===== src/hw/rtl/round_robin_ready_queue_top_defines.svh =====
// Assertion macros shared by the ready queue RTL.
`ifndef ROUND_ROBIN_READY_QUEUE_TOP_DEFINES_SVH
`define ROUND_ROBIN_READY_QUEUE_TOP_DEFINES_SVH

`ifndef SYNTHESIS
// cond must hold at every clock edge out of reset
`define RRQ_CHECK(lbl, cond) \
    lbl: assert property (@(posedge clk) disable iff (!rst_n) (cond)) \
        else $error("rrq check failed");
// cons must hold in the cycle after ante
`define RRQ_CHECK_NEXT(lbl, ante, cons) \
    lbl: assert property (@(posedge clk) disable iff (!rst_n) (ante) |=> (cons)) \
        else $error("rrq check failed");
`else
`define RRQ_CHECK(lbl, cond)
`define RRQ_CHECK_NEXT(lbl, ante, cons)
`endif

`endif


===== src/hw/rtl/rrq_pkg.sv =====
package rrq_pkg;

    localparam int MAX_TASKS = 16;
    // task field width is fixed by the item format
    localparam int TASK_W    = 4;
    localparam int IDX_W     = (MAX_TASKS > 1) ? $clog2(MAX_TASKS) : 1;
    // link code MAX_TASKS means null
    localparam int LINK_W    = $clog2(MAX_TASKS + 1);

    typedef logic [LINK_W-1:0] link_t;
    typedef logic [IDX_W-1:0]  idx_t;

    localparam link_t NIL_SLOT = LINK_W'(MAX_TASKS);

    typedef enum logic [1:0] {
        ACT_APPEND = 2'd0,
        ACT_REMOVE = 2'd1,
        ACT_POP    = 2'd2,
        ACT_TICK   = 2'd3
    } action_t;

    typedef struct packed {
        action_t           action;
        logic [TASK_W-1:0] task_id;
    } item_t;

    typedef struct packed {
        logic [TASK_W-1:0] popped_task;
        logic              popped_valid;
        logic              status;
        logic [TASK_W-1:0] running_task;
        logic              running_valid;
    } result_t;

    function automatic logic is_slot(link_t s);
        return s < NIL_SLOT;
    endfunction

endpackage


===== src/hw/rtl/round_robin_ready_queue_top.sv =====
// Round-robin ready queue over a doubly linked list of task slots.
// The item is held in the input reg, then its result in the result reg; result back-pressure can stall both.
// Throughput: one item per cycle while result_ready is not held low; the combinational list update sets the pace.
// Reset (rst_n, async low): queue holds idle task 0, which is also current;
// all links null, both pipeline registers empty.
`include "round_robin_ready_queue_top_defines.svh"

module round_robin_ready_queue_top (
    input  logic             clk,
    input  logic             rst_n,
    input  logic             item_valid,
    output logic             item_ready,
    input  rrq_pkg::item_t   item,
    output logic             result_valid,
    input  logic             result_ready,
    output rrq_pkg::result_t result
);

    rrq_pkg::item_t   item_reg;
    logic             item_valid_reg;
    rrq_pkg::result_t result_reg;
    rrq_pkg::result_t core_result;
    logic             result_valid_reg;
    logic             advance;

    // the held item commits to list state only when it moves to the result reg
    assign advance    = item_valid_reg && (!result_valid_reg || result_ready);
    assign item_ready = !item_valid_reg || advance;

    rrq_core u_core (
        .clk    (clk),
        .rst_n  (rst_n),
        .step   (advance),
        .item   (item_reg),
        .result (core_result)
    );

    always_ff @(posedge clk or negedge rst_n)
    begin
        if (!rst_n)
        begin
            item_valid_reg   <= 1'b0;
            result_valid_reg <= 1'b0;
        end
        else
        begin
            if (item_ready)
            begin
                item_valid_reg <= item_valid;
            end
            if (advance)
            begin
                result_valid_reg <= 1'b1;
            end
            else if (result_ready)
            begin
                result_valid_reg <= 1'b0;
            end
        end
    end

    always_ff @(posedge clk)
    begin
        if (item_valid && item_ready)
        begin
            item_reg <= item;
        end
        if (advance)
        begin
            result_reg <= core_result;
        end
    end

    assign result_valid = result_valid_reg;
    assign result       = result_reg;

    `RRQ_CHECK_NEXT(a_held_item_kept, item_valid_reg && !advance, item_valid_reg)
    `RRQ_CHECK_NEXT(a_advance_fills_result, advance, result_valid_reg)

endmodule


===== src/hw/rtl/rrq_core.sv =====
`include "round_robin_ready_queue_top_defines.svh"

module rrq_core (
    input  logic            clk,
    input  logic            rst_n,
    input  logic            step,
    input  rrq_pkg::item_t   item,
    output rrq_pkg::result_t result
);

    rrq_pkg::link_t nl_reg [rrq_pkg::MAX_TASKS];
    rrq_pkg::link_t nl_next[rrq_pkg::MAX_TASKS];
    rrq_pkg::link_t pl_reg [rrq_pkg::MAX_TASKS];
    rrq_pkg::link_t pl_next[rrq_pkg::MAX_TASKS];
    logic [rrq_pkg::MAX_TASKS-1:0] iq_reg, iq_next;
    rrq_pkg::link_t head_reg, head_next;
    rrq_pkg::link_t tail_reg, tail_next;
    rrq_pkg::link_t cur_reg, cur_next;

    logic           task_ok;
    rrq_pkg::idx_t  t_idx;
    rrq_pkg::link_t t_link;
    rrq_pkg::idx_t  head_idx, tail_idx, cur_idx;
    logic           do_unlink;
    rrq_pkg::idx_t  u_idx;
    rrq_pkg::link_t u_link;
    rrq_pkg::link_t nx, pv;
    rrq_pkg::idx_t  nx_idx, pv_idx;
    rrq_pkg::link_t cur_follow;
    logic           status;
    logic           popped_valid;

    assign task_ok  = (32'(item.task_id) < rrq_pkg::MAX_TASKS);
    assign t_idx    = rrq_pkg::IDX_W'(item.task_id);
    assign t_link   = rrq_pkg::LINK_W'(t_idx);
    assign head_idx = head_reg[rrq_pkg::IDX_W-1:0];
    assign tail_idx = tail_reg[rrq_pkg::IDX_W-1:0];
    assign cur_idx  = cur_reg[rrq_pkg::IDX_W-1:0];
    assign u_link   = rrq_pkg::LINK_W'(u_idx);
    assign nx       = nl_reg[u_idx];
    assign pv       = pl_reg[u_idx];
    assign nx_idx   = nx[rrq_pkg::IDX_W-1:0];
    assign pv_idx   = pv[rrq_pkg::IDX_W-1:0];
    assign cur_follow = nl_reg[cur_idx];

    always_comb
    begin
        nl_next      = nl_reg;
        pl_next      = pl_reg;
        iq_next      = iq_reg;
        head_next    = head_reg;
        tail_next    = tail_reg;
        cur_next     = cur_reg;
        status       = 1'b0;
        popped_valid = 1'b0;
        do_unlink    = 1'b0;
        u_idx        = t_idx;

        unique case (item.action)
            rrq_pkg::ACT_APPEND:
            begin
                if (!task_ok || iq_reg[t_idx])
                begin
                    status = 1'b1;
                end
                else
                begin
                    nl_next[t_idx] = rrq_pkg::NIL_SLOT;
                    pl_next[t_idx] = rrq_pkg::is_slot(tail_reg) ? tail_reg : rrq_pkg::NIL_SLOT;
                    iq_next[t_idx] = 1'b1;
                    if (!rrq_pkg::is_slot(head_reg))
                    begin
                        head_next = t_link;
                    end
                    else if (rrq_pkg::is_slot(tail_reg))
                    begin
                        nl_next[tail_idx] = t_link;
                    end
                    tail_next = t_link;
                end
            end
            rrq_pkg::ACT_REMOVE:
            begin
                if (!task_ok || !iq_reg[t_idx])
                begin
                    status = 1'b1;
                end
                else
                begin
                    do_unlink = 1'b1;
                end
            end
            rrq_pkg::ACT_POP:
            begin
                if (!rrq_pkg::is_slot(head_reg))
                begin
                    status = 1'b1;
                end
                else
                begin
                    popped_valid = 1'b1;
                    u_idx        = head_idx;
                    do_unlink    = iq_reg[head_idx];
                end
            end
            rrq_pkg::ACT_TICK:
            begin
                if (rrq_pkg::is_slot(cur_reg) && rrq_pkg::is_slot(cur_follow))
                begin
                    cur_next = cur_follow;
                end
                else
                begin
                    cur_next = rrq_pkg::is_slot(head_reg) ? head_reg : rrq_pkg::NIL_SLOT;
                end
            end
            default:
            begin
                status = 1'b0;
            end
        endcase

        // unlink reads only registered state; later writes win as in sequential code
        if (do_unlink)
        begin
            iq_next[u_idx] = 1'b0;
            if (head_reg == u_link)
            begin
                head_next = rrq_pkg::is_slot(nx) ? nx : rrq_pkg::NIL_SLOT;
                if (tail_reg == u_link)
                begin
                    tail_next = rrq_pkg::NIL_SLOT;
                end
                else if (rrq_pkg::is_slot(nx))
                begin
                    pl_next[nx_idx] = rrq_pkg::NIL_SLOT;
                end
            end
            else
            begin
                if (rrq_pkg::is_slot(pv))
                begin
                    nl_next[pv_idx] = rrq_pkg::is_slot(nx) ? nx : rrq_pkg::NIL_SLOT;
                end
                if (tail_reg == u_link)
                begin
                    tail_next = rrq_pkg::is_slot(pv) ? pv : rrq_pkg::NIL_SLOT;
                end
                else if (rrq_pkg::is_slot(nx))
                begin
                    pl_next[nx_idx] = rrq_pkg::is_slot(pv) ? pv : rrq_pkg::NIL_SLOT;
                end
            end
        end
    end

    always_comb
    begin
        result.popped_task   = popped_valid ? rrq_pkg::TASK_W'(head_reg) : '0;
        result.popped_valid  = popped_valid;
        result.status        = status;
        result.running_valid = rrq_pkg::is_slot(cur_next);
        result.running_task  = rrq_pkg::is_slot(cur_next) ? rrq_pkg::TASK_W'(cur_next) : '0;
    end

    always_ff @(posedge clk or negedge rst_n)
    begin
        if (!rst_n)
        begin
            for (int i = 0; i < rrq_pkg::MAX_TASKS; i++)
            begin
                nl_reg[i] <= rrq_pkg::NIL_SLOT;
                pl_reg[i] <= rrq_pkg::NIL_SLOT;
            end
            iq_reg   <= rrq_pkg::MAX_TASKS'(1);
            head_reg <= '0;
            tail_reg <= '0;
            cur_reg  <= '0;
        end
        else if (step)
        begin
            nl_reg   <= nl_next;
            pl_reg   <= pl_next;
            iq_reg   <= iq_next;
            head_reg <= head_next;
            tail_reg <= tail_next;
            cur_reg  <= cur_next;
        end
    end

    `RRQ_CHECK(a_head_tail_null, rrq_pkg::is_slot(head_reg) == rrq_pkg::is_slot(tail_reg))
    `RRQ_CHECK(a_empty_head_null, (iq_reg == '0) == !rrq_pkg::is_slot(head_reg))
    `RRQ_CHECK(a_head_member, !rrq_pkg::is_slot(head_reg) || iq_reg[head_idx])
    `RRQ_CHECK(a_tail_member, !rrq_pkg::is_slot(tail_reg) || iq_reg[tail_idx])

endmodule


===== config.mk =====
export PLATFORM = sky130hd
export DESIGN_NAME = round_robin_ready_queue_top
export DESIGN_NICKNAME = d
export VERILOG_FILES = /design/src/hw/rtl/rrq_pkg.sv /design/src/hw/rtl/round_robin_ready_queue_top.sv /design/src/hw/rtl/rrq_core.sv
export VERILOG_INCLUDE_DIRS = /design/src /design/src/hw/rtl
export SDC_FILE = /design/constraint.sdc
export NUM_CORES = 1
export LEC_CHECK = 0
export BUFFER_PORTS_ARGS = -buffer_cell sky130_fd_sc_hd__buf_4
export CAP_MARGIN = 40
export CORE_UTILIZATION = 24
export CTS_BUF_LIST = sky130_fd_sc_hd__clkbuf_4 sky130_fd_sc_hd__clkbuf_8
export DETAILED_ROUTE_END_ITERATION = 16
export MAX_ROUTING_LAYER = met4
export PLACE_DENSITY = 0.47
export SLEW_MARGIN = 20
export SYNTH_ARGS = -nofsm -noshare
export SYNTH_HDL_FRONTEND = slang
export SYNTH_SLANG_ARGS = --single-unit

===== constraint.sdc =====
create_clock -name clk -period 4.5 [get_ports clk]
set_input_delay 0.45 -clock clk [delete_from_list [all_inputs] [get_ports clk]]
set_output_delay 0.45 -clock clk [all_outputs]
set_load 0.05 [all_outputs]

Yosys cells after proc, flatten, opt, wreduce, memory -nomap -nowiden --
Index checks and enable logic that the tools add are counted.
Storage, ports and cells: bits in registers 210, output and inout port bits 13, input port bits 10, logic and storage cells 178
Operators by class: mux-type cells 76, reductions and logical operators 15, $lt $le $gt $ge 22, bitwise operators 15, eq/ne operators 5
Operators by type and width (count):
- 80-bit two-way mux | 15
- 80-bit bitwise mux | 4
- 5-bit two-way mux | 27
- 64-bit bitwise AND | 2
- 64-bit inverter | 2
- 5-bit demux with 4-bit select | 4
- 5-bit binary-select mux with 4-bit select | 3
- 16-bit two-way mux | 3
- 16-bit OR | 3
- 5-bit less-than comparator (second input constant) | 7
- 5-bit greater-or-equal comparator (second input constant) | 6
- 4-bit inverter with 5-bit output | 6
- 5-bit by 1-bit less-than comparator with 1-bit output (second input constant) | 4
- 16-bit bitwise AND | 1
- 16-bit inverter | 1
- 4-bit by 5-bit less-than comparator with 1-bit output (second input constant) | 3
- 1-bit two-way mux | 12
- 5-bit by 4-bit equality test with 1-bit output | 2
- 1-bit logical AND | 9
- 1-bit binary-select mux with 4-bit select | 2
- 1-bit demux with 4-bit select | 2
- 4-bit by 1-bit greater-or-equal comparator with 1-bit output (second input constant) | 2
- 4-bit two-way mux | 2
- 2-bit equality test (second input constant) | 2
- other kinds (7) | 9

Depth between registers and ports, before layout --
Gate-level depths: netlist (run 1).
word-level depth 18, gate-level depth with buffers 19, mapped depth without buffers 12

By module --
A second synthesis (run 1) with hierarchy kept.
Unflattened totals: cell total of the unflattened synthesis 1367, area, all modules 13310.3 µm²
Modules (own cells, without submodules):
- rrq_core | seq. area each 4820.9 µm², area an instance 12695.9 µm², times used 1, cells an instance 1342
- round_robin_ready_queue_top | seq. area each 560.5 µm², area an instance 614.3 µm², times used 1, cells an instance 25

Least setup slack after synthesis (run 1) --
Ideal clock, no wire load.
kind register to register, from register item_reg[4] (netlist name), to register u_core.pl_reg[75] (netlist name), buffers on the path 7, clock period less this slack 3.871 ns, required time 4.374 ns, setup time 0.126 ns, arrival 3.745 ns, cell stages (with the launch flop) 19, setup slack 0.629 ns, cell sequence edfxtp_1 inv_1 ha_1 clkbuf_1 nand3b_2 o21ai_4 buf_6 buf_8 buf_12 buf_8 buf_6 mux2i_1 o221ai_1 a2bb2oi_4 nand3_1 or2_1 clkbuf_2 a21o_1 a221o_1
Between the ends: longest elaborated chain between the ends 17, elaborated cells on any way between the ends 33, those cells by class order compare (4); eq/ne (4); mux (19); bitwise (4); reduce/logical (2)
Ends and longest elaborated chain:
- from (decl) | line round_robin_ready_queue_top.sv:19 | rrq_pkg::item_t item_reg;
- from (signal assigned) | line round_robin_ready_queue_top.sv:66 | item_reg <= item;
- 2-bit equality test | line rrq_core.sv:59 | unique case (item.action)
- 4-bit two-way mux | line rrq_core.sv:59
- 4-bit inverter with 5-bit output (not written as such) | line rrq_core.sv:40, rrq_core.sv:41
- 5-bit binary-select mux with 4-bit select | line rrq_core.sv:40 | assign nx = nl_reg[u_idx];
- 5-bit two-way mux (not written as such) (2 in series) | line rrq_core.sv:40
- 4-bit inverter with 5-bit output | line rrq_core.sv:136, rrq_core.sv:151
- 5-bit greater-or-equal comparator (not written as such) or 5-bit by 1-bit less-than comparator with 1-bit output (tied branches) | line rrq_core.sv:136, rrq_core.sv:151
- 1-bit logical AND (not written as such) | line rrq_core.sv:136, rrq_core.sv:151
- 5-bit two-way mux | line rrq_core.sv:136, rrq_core.sv:151
- 5-bit demux with 4-bit select | line rrq_core.sv:136, rrq_core.sv:151
- 64-bit inverter (no source line)
- 64-bit bitwise AND (no source line)
- 80-bit two-way mux | line rrq_core.sv:134 | else if (rrq_pkg::is_slot(nx))
- 80-bit two-way mux | line rrq_core.sv:130 | if (tail_reg == u_link)
- 80-bit two-way mux | line rrq_core.sv:127 | if (head_reg == u_link)
- 80-bit two-way mux * | line rrq_core.sv:124 | if (do_unlink)
- to (signal, indexed assignment) | line rrq_core.sv:173 | pl_reg[i] <= rrq_pkg::NIL_SLOT;
- to (signal assigned) | line rrq_core.sv:183 | pl_reg <= pl_next;
- to (decl) | line rrq_core.sv:13 | rrq_pkg::link_t pl_reg [rrq_pkg::MAX_TASKS];
Every way passes the cells marked *; elsewhere a longest branch is shown, timed or not. The select of a mux whose other input is x is not followed. A chain may end at the register's enable or synchronous reset.

Worst setup path after layout (run 1) --
from register item_reg[4] (netlist name), to register u_core.nl_reg[78] (netlist name)
Between the ends: longest elaborated chain between the ends 15, elaborated cells on any way between the ends 27, those cells by class order compare (4); eq/ne (3); mux (16); bitwise (2); reduce/logical (2)
Ends and longest elaborated chain:
- 2-bit equality test | line rrq_core.sv:59
- 4-bit two-way mux | line rrq_core.sv:59
- 4-bit inverter with 5-bit output (not written as such) | line rrq_core.sv:40, rrq_core.sv:41
- 5-bit binary-select mux with 4-bit select | line rrq_core.sv:41 | assign pv = pl_reg[u_idx];
- 5-bit two-way mux (not written as such) (2 in series) | line rrq_core.sv:41
- 4-bit inverter with 5-bit output | line rrq_core.sv:143 | nl_next[pv_idx] = rrq_pkg::is_slot(nx) ? nx : rrq_pkg::NIL_SLOT;
- 5-bit greater-or-equal comparator (not written as such) or 5-bit by 1-bit less-than comparator with 1-bit output (tied branches) | line rrq_core.sv:143
- 1-bit logical AND (not written as such) | line rrq_core.sv:143
- 5-bit two-way mux | line rrq_core.sv:143
- 5-bit demux with 4-bit select | line rrq_core.sv:143
- 80-bit bitwise mux | line rrq_core.sv:143
- 80-bit two-way mux | line rrq_core.sv:141 | if (rrq_pkg::is_slot(pv))
- 80-bit two-way mux | line rrq_core.sv:127
- 80-bit two-way mux * | line rrq_core.sv:124
- to (signal, indexed assignment) | line rrq_core.sv:172 | nl_reg[i] <= rrq_pkg::NIL_SLOT;
- to (signal assigned) | line rrq_core.sv:182 | nl_reg <= nl_next;
- to (decl) | line rrq_core.sv:11 | rrq_pkg::link_t nl_reg [rrq_pkg::MAX_TASKS];
Marks and branches as above.

==> results of run 1 <==
## cell usage after synthesis, types with 4 or more instances
cell type	instances	area, um2
nor2_1	180	675.7
dfrtp_1	160	4004
a221o_1	110	1101
mux2i_1	99	991.0
nand2_1	87	326.6
clkbuf_1	79	296.5
a21oi_1	76	380.4
nor3_1	51	255.2
inv_1	38	142.6
o21ai_0	34	170.2
dfstp_2	33	867.1
mux4_2	29	653.1
a22oi_1	25	187.7
nand3_1	23	115.1
a211oi_1	21	157.7
o221ai_1	21	183.9
and2_1	18	112.6
a21o_1	17	127.6
a31oi_1	17	106.4
edfxtp_1	17	510.5
nand2b_1	17	106.4
nor4_1	17	106.4
nor2b_1	16	100.1
o211a_1	16	160.2
buf_2	15	75.07
and3_1	14	87.58
buf_1	13	48.80
or3_1	12	75.07
o22ai_1	11	68.82
o31ai_1	10	75.07
a221oi_1	7	61.31
a22o_1	7	61.31
o22a_1	7	61.31
a2111o_1	6	67.56
a2bb2oi_1	6	52.55
ha_1	5	62.56
mux2_2	5	56.30
nand4_1	5	31.28
nor3b_1	5	37.54
o211ai_1	5	37.54
o21a_1	5	37.54
or2_2	5	31.28
xnor2_1	5	43.79
nor3_2	4	40.04
## what timing repair did
item / 4_1_cts / 5_1_grt
hold endpoints to repair: 63 / 0
endpoints found under the setup margin: 0 / 11
resized for setup: 0 / 3
hold buffers: 1 / 0
## worst register-to-register path, delay by kind of cell (launching register included)
kind	cells	cell delay (ns)
AND/OR/NAND/NOR	3	1.08
buffers and inverters	4	0.87
flip-flops	1	0.44
AO/OA/AOI/OAI	5	1.46
multiplexers	1	0.27
adder cells (fa/ha/maj)	1	0.18
## metal layers
metal / global-route usage, % / part of all wire (%) / wire, um / up-vias
met5: - / 0 / 0 / -
met4: 7.595 / 3.5 / 2116 / 0
met3: 4.175 / 8.6 / 5247 / 128
met2: 32.80 / 45 / 27720 / 706
met1: 28.71 / 42 / 25920 / 6730
li1: - / - / - / 5606
## area by class of cell
| class | count | share of cell area (%) |
|---|---|---|
| well taps | 756 | 5.869 |
| repair buffers | 126 | 6.420 |
| clock inverters | 6 | 0.3959 |
| flip-flops and latches | 210 | 33.39 |
| inverters | 41 | 0.9703 |
| multi-input cells | 1059 | 47.68 |
| clock buffers | 70 | 5.279 |
## cells in the final DEF, fill, tap and decap left out, types with 25 or more instances in the layout
cell | netlist | layout
a221o_1 | 110 | 110
o21ai_0 | 34 | 32
nand2_1 | 87 | 86
a22oi_1 | 25 | 25
mux2i_1 | 99 | 99
dfrtp_1 | 160 | 160
dfstp_2 | 33 | 33
nor3_1 | 51 | 50
inv_1 | 38 | 37
nor2_1 | 180 | 180
a21oi_1 | 76 | 76
buf_4 | 2 | 113
clkbuf_8 | 0 | 53
mux4_2 | 29 | 29
## stage by stage
stage	hold slack (ns)	total power (uW)	std cells	setup WS, ns
final	0.02763	8594	2268	0.1086
after global routing	0.005005	8952	2268	0.02643
after CTS	0.001437	8539	2267	0.1343
after detailed placement	0.4590	6321	2190	0.1265
after global placement	0.4536	6301	2183	0.1826
after floorplan	0.1544	4993	1427	0.6287
## kinds of logic (layout without fill, tap and decap cells)
| kind of cell | Yosys count | in the layout |
|---|---|---|
| flops | 210 | 210 |
| simple gates | 482 | 482 |
| buf+inv | 158 | 243 |
| xor+xnor | 7 | 7 |
| mux | 133 | 133 |
| fa+ha+maj | 5 | 5 |
| compound gates | 432 | 432 |
## path summary, 6_finish.rpt
path / slack [ns] / depth (start not counted) / to / from
setup / recovery: 0.11 / 14 / u_core.nl_reg[78]$_DFFE_PN0P_ / item_reg[4]$_DFFE_PP_
hold / removal: 0.03 / 1 / item_reg[3]$_DFFE_PP_ / item[3]
setup reg to reg: 0.11 / 14 / u_core.nl_reg[78]$_DFFE_PN0P_ / item_reg[4]$_DFFE_PP_
hold reg to reg: 0.46 / 2 / u_core.pl_reg[9]$_DFFE_PN1P_ / u_core.pl_reg[9]$_DFFE_PN1P_
max in group asynchronous: 3.01 / 3 / u_core.pl_reg[36]$_DFFE_PN0P_ / rst_n
min in group asynchronous: 0.43 / 2 / u_core.nl_reg[53]$_DFFE_PN0P_ / rst_n
## power breakdown
part / switching [uW] / leakage (uW) / total [uW] / internal [uW]
clock network: 942 / 0.000483 / 2190 / 1250
logic: 1890 / 0.00351 / 3240 / 1350
registers: 695 / 0.00263 / 3160 / 2470
total: 3530 / 0.00662 / 8590 / 5070
==> impl_metrics.ini, run 1 <==
[pwr]
leakagePower_uw = 0.006620
cellPowerDensity_mw_per_mm2 = 533.2
peakVddDrop_mv = 0.1933

[floorplan]
die-area_mm2 = 0.05817
rows = 87
initial_core_util_pct = 24.30
die_h_um = 241.2
ios = 23
core_area_mm2 = 0.05650
die_x_um = 241.2

[worst_setup_path]
cp_max_fo = 38
cp.arrival_ns = 4.89
crit_path_frequent_cell = buf_4
critPathTopFamily = compound AO/OA/AOI/OAI gates
slowest_stage = a2bb2oi_1
cp.required_ns = 5.00
startpoint_type = flip-flop
cpPeakStageDelay_ns = 0.59
path_cells = inv_1, ha_1, buf_4, nand3b_2, o21ai_4, buf_12, buf_4, mux2i_1, o221ai_1, a2bb2oi_1, nand2_1, or3_1, a21o_1, a221o_1
end_kind = flip-flop
path_class = reg2reg
cp.buffers_inverters = 4

[clocking]
cts_tree = yes
cts.path.max_buffers = 3
clock-root-buffer = clkbuf_8
cts-buffers-inserted = 42
postCtsSetupRepairBufs = 0
cts.reportedPaths.clkPinSlew_ns = 0.05
clk_latency_ns = 0.64
cts_sinks = 210
h-tree-depth = 2

[worst_hold_path]
hold_path.class = in2reg

[detailed_routing]
routed_wl_um = 61000
avgViaCountPerCell = 5.807
first_pass_iters = 6
drt.antenna.violating_nets = 0
vias = 13170
wl_per_cell_um = 26.90
drc = 0
first_iter_violations = 1672

[placement]
portBuffers = 22
placed_area_mm2 = 0.01517
gp_congestion = 0.9809
post-dp-hpwl_um = 43900

[logic_synthesis]
syn_area_per_cell_um2 = 9.622
yosys_register_bits = 210
synth_top_family_by_area = compound AO/OA/AOI/OAI gates
synthCells = 1427
synth-edff-count = 17
synth_fa_ha_area_share_pct = 0.4556
synth_nets = 1442
synthXorXnorAreaFrac_pct = 0.4465
synthSimpleGateAreaFrac_pct = 17.52
yosysSeqAreaShare_pct = 39.19
ys.flop_type = dfrtp_1
synth_mux_area_share_pct = 12.38
synth_compound_area_share_pct = 24.93
async_flop_share_pct = 91.90
netlist_area_mm2 = 0.01373
ys_warn_count = 0
ys_types = 89

[layout]
n_antenna_cell = 0
filler_cell_count = 5917
final-seq-area_mm2 = 0.005381
final_core_util_pct = 28.53
multi_input_area_mm2 = 0.007685
flow.area_growth_from_synthesis_pct = 17.39
fin_nets = 1495
layout-drive-gt1-share_pct = 20.11
stdcell_area_mm2 = 0.01612

[outcome]
outcome = finished clean

[job]
cap_viol_max_count = 0

[timing]
finalCritPeriodShare_pct = 97.59
period_needed_ns = 4.391
setup_viol = 0
final-hold-violation-count = 0
fmax_ghz = 0.2277
fin_worst_skew_ns = 0.04430
fin_setup_tns_ns = 0
rsz0062_at_grt = false
relSlewSlack_pct = 44.28
drv_slew = 0
tightest_slew_ns = 0.8282

[global_route]
grtUsageTotal_pct = 21.68
grt_first_pass_wirelength_um = 89460
grt_pass1_vias = 12580
antenna_found_initial = 0
grt_max_degree = 77
grt_overflow_total = 0
No activity file was read; power rests on OpenSTA's default activity.
==> run 2: changes to the inputs <==
==> constraint.sdc (replaced) <==
create_clock -name clk -period 4.5 [get_ports clk]
set_input_delay 0.225 -clock clk [delete_from_list [all_inputs] [get_ports clk]]
set_output_delay 0.225 -clock clk [all_outputs]
set_load 0.05 [all_outputs]
==> impl_metrics.ini, run 2 (synthesis gave the netlist of run 1 again) <==
[outcome]
outcome = finished clean

[floorplan]
core_area_mm2 = 0.05650
initial_core_util_pct = 24.30
rows = 87
die_x_um = 241.2
die_h_um = 241.2
die-area_mm2 = 0.05817
ios = 23

[detailed_routing]
avgViaCountPerCell = 5.725
routed_wl_um = 60750
drt.antenna.violating_nets = 0
wl_per_cell_um = 26.60
first_pass_iters = 7
first_iter_violations = 1502
vias = 13080
drc = 0

[placement]
portBuffers = 22
gp_congestion = 0.9744
post-dp-hpwl_um = 43900
placed_area_mm2 = 0.01521

[global_route]
antenna_found_initial = 1
grt_max_degree = 63
grt_pass1_vias = 12620
grtUsageTotal_pct = 21.39
grt_first_pass_wirelength_um = 88820
grt_overflow_total = 0

[timing]
period_needed_ns = 4.312
tightest_slew_ns = 0.8465
fin_worst_skew_ns = 0.02473
setup_viol = 0
fmax_ghz = 0.2319
relSlewSlack_pct = 43.36
final-hold-violation-count = 0
drv_slew = 0
finalCritPeriodShare_pct = 95.82
worst_hold_slack_ns = 0.05712
fin_setup_tns_ns = 0
rsz0062_at_grt = false

[worst_setup_path]
critPathTopFamily = simple AND/OR/NAND/NOR gates
path_class = reg2reg
cp.arrival_ns = 4.77
end_kind = flip-flop
path_cells = inv_1, ha_1, buf_4, nand3b_2, o21ai_4, buf_12, mux2i_1, o22a_1, and4b_1, or3b_2, nor3_1, buf_4, nor4_1, a221o_1
slowest_stage = or3b_2
cpPeakStageDelay_ns = 0.59
startpoint_type = flip-flop
crit_path_frequent_cell = buf_4
cp.required_ns = 4.96
cp_max_fo = 36
cp.buffers_inverters = 4

[pwr]
intPower_uw = 5160
sw_frac_of_total_pct = 40.34
power.share.clock_pct = 26.1
combPwrFrac_pct = 37.1
cellPowerDensity_mw_per_mm2 = 531.0
peakVddDrop_mv = 0.2251
power_switching_uw = 3489
leakagePower_uw = 0.006715
p_seq_share_pct = 36.8

[layout]
final_cell_mix = nor2_1 (180), dfrtp_1 (160), buf_4 (116), a221o_1 (110), mux2i_1 (99)
fin_nets = 1507
stdcell_area_mm2 = 0.01629
final_common_cell = nor2_1
flow.area_growth_from_synthesis_pct = 18.63
layout-drive-gt1-share_pct = 20.31

[job]
cap_viol_max_count = 0

[worst_hold_path]
hold_path.class = in2reg

[clocking]
clk_latency_ns = 0.59
cts.path.max_buffers = 3
cts_tree = yes
clock-root-buffer = clkbuf_8
cts-buffers-inserted = 42
cts_sinks = 210
postCtsSetupRepairBufs = 0
cts.repair.resized = 0
cts.reportedPaths.clkPinSlew_ns = 0.06
h-tree-depth = 2
[run 2: cell types whose count changed in the layout (fill, tap and decap cells not counted), sizes merged]
cell | before | now
buf | 124 | 127
bufinv | 1 | 2
clkbuf | 71 | 72
clkinv | 4 | 8
clkinvlp | 2 | 0
diode | 0 | 2
dlygate4sd3 | 1 | 9
inv | 40 | 39
[run 2: cell type report]
type,instances,area (um2)
Sequential cell,210,5381
Clock buffer,70,875.8
Timing Repair Buffer,138,1155
Multi-Input combinational cell,1059,7679
Tap cell,756,945.9
Antenna cell,2,5.005
Fill cell,5916,40210
Clock inverter,8,90.09
Inverter,41,156.4
[run 2: metrics by stage]
stage | setup WS [ns] | instances | utilization [%] | power (uW)
after floorplan | 0.6287 | 1427 | - | 4993
after global placement | 0.2225 | 2186 | 26.76 | 6265
after detailed placement | 0.2915 | 2192 | 26.92 | 6315
after CTS | 0.2504 | 2279 | 28.79 | 8606
after global routing | 0.04157 | 2284 | 28.83 | 8989
final | 0.1879 | 2284 | 28.83 | 8649
[run 2: per-layer routing]
layer / global-route usage (%) / vias to the layer above / wire length (um) / part of all wire, %
met1: 28.76 / 6570 / 26230 / 43
met5: - / - / 0 / 0
li1: - / 5638 / - / -
met2: 31.91 / 734 / 26970 / 44
met4: 7.806 / 0 / 2236 / 3.7
met3: 3.820 / 133 / 5313 / 8.7
[run 2: worst paths after layout]
kind / from / endpoint / slack, ns / depth (start not counted)
setup / recovery: item_reg[4]$_DFFE_PP_ / u_core.nl_reg[63]$_DFFE_PN0P_ / 0.19 / 14
hold / removal: result_ready / result_valid$_DFFE_PN0P_ / 0.06 / 3
setup reg to reg: item_reg[4]$_DFFE_PP_ / u_core.nl_reg[63]$_DFFE_PN0P_ / 0.19 / 14
hold reg to reg: u_core.pl_reg[49]$_DFFE_PN1P_ / u_core.pl_reg[49]$_DFFE_PN1P_ / 0.46 / 2
max in group asynchronous: rst_n / u_core.iq_reg[15]$_DFFE_PN0P_ / 2.98 / 4
min in group asynchronous: rst_n / u_core.nl_reg[53]$_DFFE_PN0P_ / 0.13 / 2
[run 2: worst register-to-register path: stages (launching register included)]
cell and delay [ns]:
edfxtp_1 0.44, inv_1 0.11, ha_1 0.20, buf_4 0.18, nand3b_2 0.16, o21ai_4 0.14, buf_12 0.29, mux2i_1 0.42
o22a_1 0.25, and4b_1 0.33, or3b_2 0.59, nor3_1 0.47, buf_4 0.25, nor4_1 0.06, a221o_1 0.30
[run 2: what timing repair did]
action / in CTS / in global routing
endpoints found under the hold margin: 66 / 0
hold buffers: 9 / 0
endpoints found under the setup margin: 0 / 0
[run 2: power groups by stage]
stage          Combinational, uW  Clock (uW)  Sequential [uW]
2_1_floorplan               2160           0             2830
3_3_place_gp                3080           0             3190
3_5_place_dp                3140           0             3170
4_1_cts                     3160        2300             3150
5_1_grt                     3390        2370             3220
6_report                    3210        2260             3180
==> run 3: changes to the inputs <==
BUFFER_PORTS_ARGS = not set   (was -buffer_cell sky130_fd_sc_hd__buf_4)
DONT_BUFFER_PORTS = 1   (was not set)
PLACE_DENSITY = 0.46   (was 0.47)
==> impl_metrics.ini, run 3 (synthesis gave the netlist of run 1 again) <==
[outcome]
outcome = finished with violations
violations = hold timing

[pwr]
leakagePower_uw = 0.006488
peakVddDrop_mv = 0.1859
cellPowerDensity_mw_per_mm2 = 530.9

[floorplan]
die_h_um = 241.2
ios = 23
die_x_um = 241.2
core_area_mm2 = 0.05650
rows = 87
die-area_mm2 = 0.05817
initial_core_util_pct = 24.30

[worst_setup_path]
cp.arrival_ns = 4.82
cp_max_fo = 31
startpoint_type = flip-flop
cp.buffers_inverters = 5
end_kind = flip-flop
path_cells = inv_1, ha_1, nand2b_1, inv_4, buf_4, nor2_1, a31oi_1, buf_4, o221ai_1, a2bb2oi_1, nand2b_1, buf_4, nor3_1, a21oi_1, o21a_1
crit_path_frequent_cell = buf_4
critPathTopFamily = compound AO/OA/AOI/OAI gates
slowest_stage = a2bb2oi_1
cpPeakStageDelay_ns = 0.62
cp.required_ns = 5.03
path_class = reg2reg
rr_worst_depth = 15
cp.depth = 15

[timing]
fin_setup_tns_ns = 0
setup_viol = 0
period_needed_ns = 4.286
fmax_ghz = 0.2333
relSlewSlack_pct = 42.11
drv_slew = 0
final-hold-violation-count = 193
rsz0062_at_grt = false
finalCritPeriodShare_pct = 95.25
worst_hold_slack_ns = -0.6659
fin_worst_skew_ns = 0.04889
tightest_slew_ns = 0.8683

[layout]
final_cell_mix = nor2_1 (180), dfrtp_1 (160), a221o_1 (110), mux2i_1 (99), nand2_1 (86)
final_core_util_pct = 28.18
fin_nets = 1467
stdcell_area_mm2 = 0.01592
flow.area_growth_from_synthesis_pct = 15.95
final_common_cell = nor2_1
layout-drive-gt1-share_pct = 18.05
filler_cell_count = 5986
fin_cells = 2243

[clocking]
cts_sinks = 210
cts_tree = yes
cts.reportedPaths.clkPinSlew_ns = 0.06
cts.path.max_buffers = 3
cts.repair.resized = 0
clk_latency_ns = 0.63
postCtsSetupRepairBufs = 0
h-tree-depth = 2
cts-buffers-inserted = 43
clock-root-buffer = clkbuf_8
postCtsHoldBufs = 8

[global_route]
grt_pass1_vias = 12540
grt_max_degree = 194
grt_first_pass_wirelength_um = 87260
antenna_found_initial = 2
grt_overflow_total = 0
grtUsageTotal_pct = 21.05

[detailed_routing]
route.met3.wl_um = 4513
maxUsedRoutingLayer = met4
first_pass_iters = 6
met1Wirelength_um = 25320
wl_per_cell_um = 26.27
drc = 0
avgViaCountPerCell = 5.708
drt.antenna.violating_nets = 0
dr_wl_met2_um = 26810
vias = 12800
routed_wl_um = 58920
first_iter_violations = 1694

[placement]
dp.cells = 2153
placed_area_mm2 = 0.01489
gp_congestion = 0.9405
post-dp-hpwl_um = 41640
portBuffers = 0

[job]
cap_viol_max_count = 0

[worst_hold_path]
hold_path.class = in2async
-- run 3: changes by cell type in the layout (fill, tap and decap cells not counted), sizes merged --
cell         delta
clkinv          +2
bufinv          -1
buf            -38
clkbuf          -3
dlygate4sd3     -1
-- run 3: cell type report --
cell class | instances | area, um2 | share of cell area (%)
diodes | 2 | 5.005 | 0.03144
clock buffers | 69 | 849.6 | 5.336
clock inverters | 9 | 66.31 | 0.4165
inverters | 41 | 156.4 | 0.9824
multi-input cells | 1059 | 7679 | 48.23
flip-flops and latches | 210 | 5381 | 33.80
well taps | 756 | 945.9 | 5.942
repair buffers | 97 | 837.1 | 5.258
-- run 3: worst reg2reg max path, cell delays in order, from the launching register on --
cell       delay (ns)
edfxtp_1         0.44
inv_1            0.11
ha_1             0.18
nand2b_1         0.12
inv_4            0.08
buf_4            0.37
nor2_1           0.10
a31oi_1          0.18
buf_4            0.29
o221ai_1         0.18
a2bb2oi_1        0.62
nand2b_1         0.34
buf_4            0.24
nor3_1           0.60
a21oi_1          0.21
o21a_1           0.15
-- run 3: power by group --
group          switching, uW  internal [uW]
Combinational           1760           1310
Sequential               737           2470
Clock                    923           1250
-- run 3: metrics by stage --
| stage | setup WS [ns] | total power, uW |
|---|---|---|
| after floorplan | 0.6287 | 4993 |
| after global placement | 0.2157 | 6164 |
| after CTS | 0.2233 | 8419 |
| after global routing | 0.02608 | 8822 |
| final | 0.2136 | 8453 |
| after detailed placement | 0.2210 | 6210 |
-- run 3: final timing paths --
check,start,to,slack (ns)
max in group asynchronous,rst_n,u_core.nl_reg[49]$_DFFE_PN1P_,4.76
max,item_reg[4]$_DFFE_PP_,u_core.nl_reg[54]$_DFFE_PN1P_,0.21
min,rst_n,u_core.pl_reg[22]$_DFFE_PN0P_,-0.67
max reg2reg,item_reg[4]$_DFFE_PP_,u_core.nl_reg[54]$_DFFE_PN1P_,0.21
min in group clk,item_valid,item_reg[1]$_DFFE_PP_,0.06
min reg2reg,u_core.pl_reg[14]$_DFFE_PN1P_,u_core.pl_reg[14]$_DFFE_PN1P_,0.46
-- run 3: per-layer routing --
metal  vias to the layer above  global-route usage, %
met5                         -                      -
met4                         0                  8.535
met1                      6485                  27.50
met3                       132                  3.706
met2                       632                  32.06
li1                       5555                      -
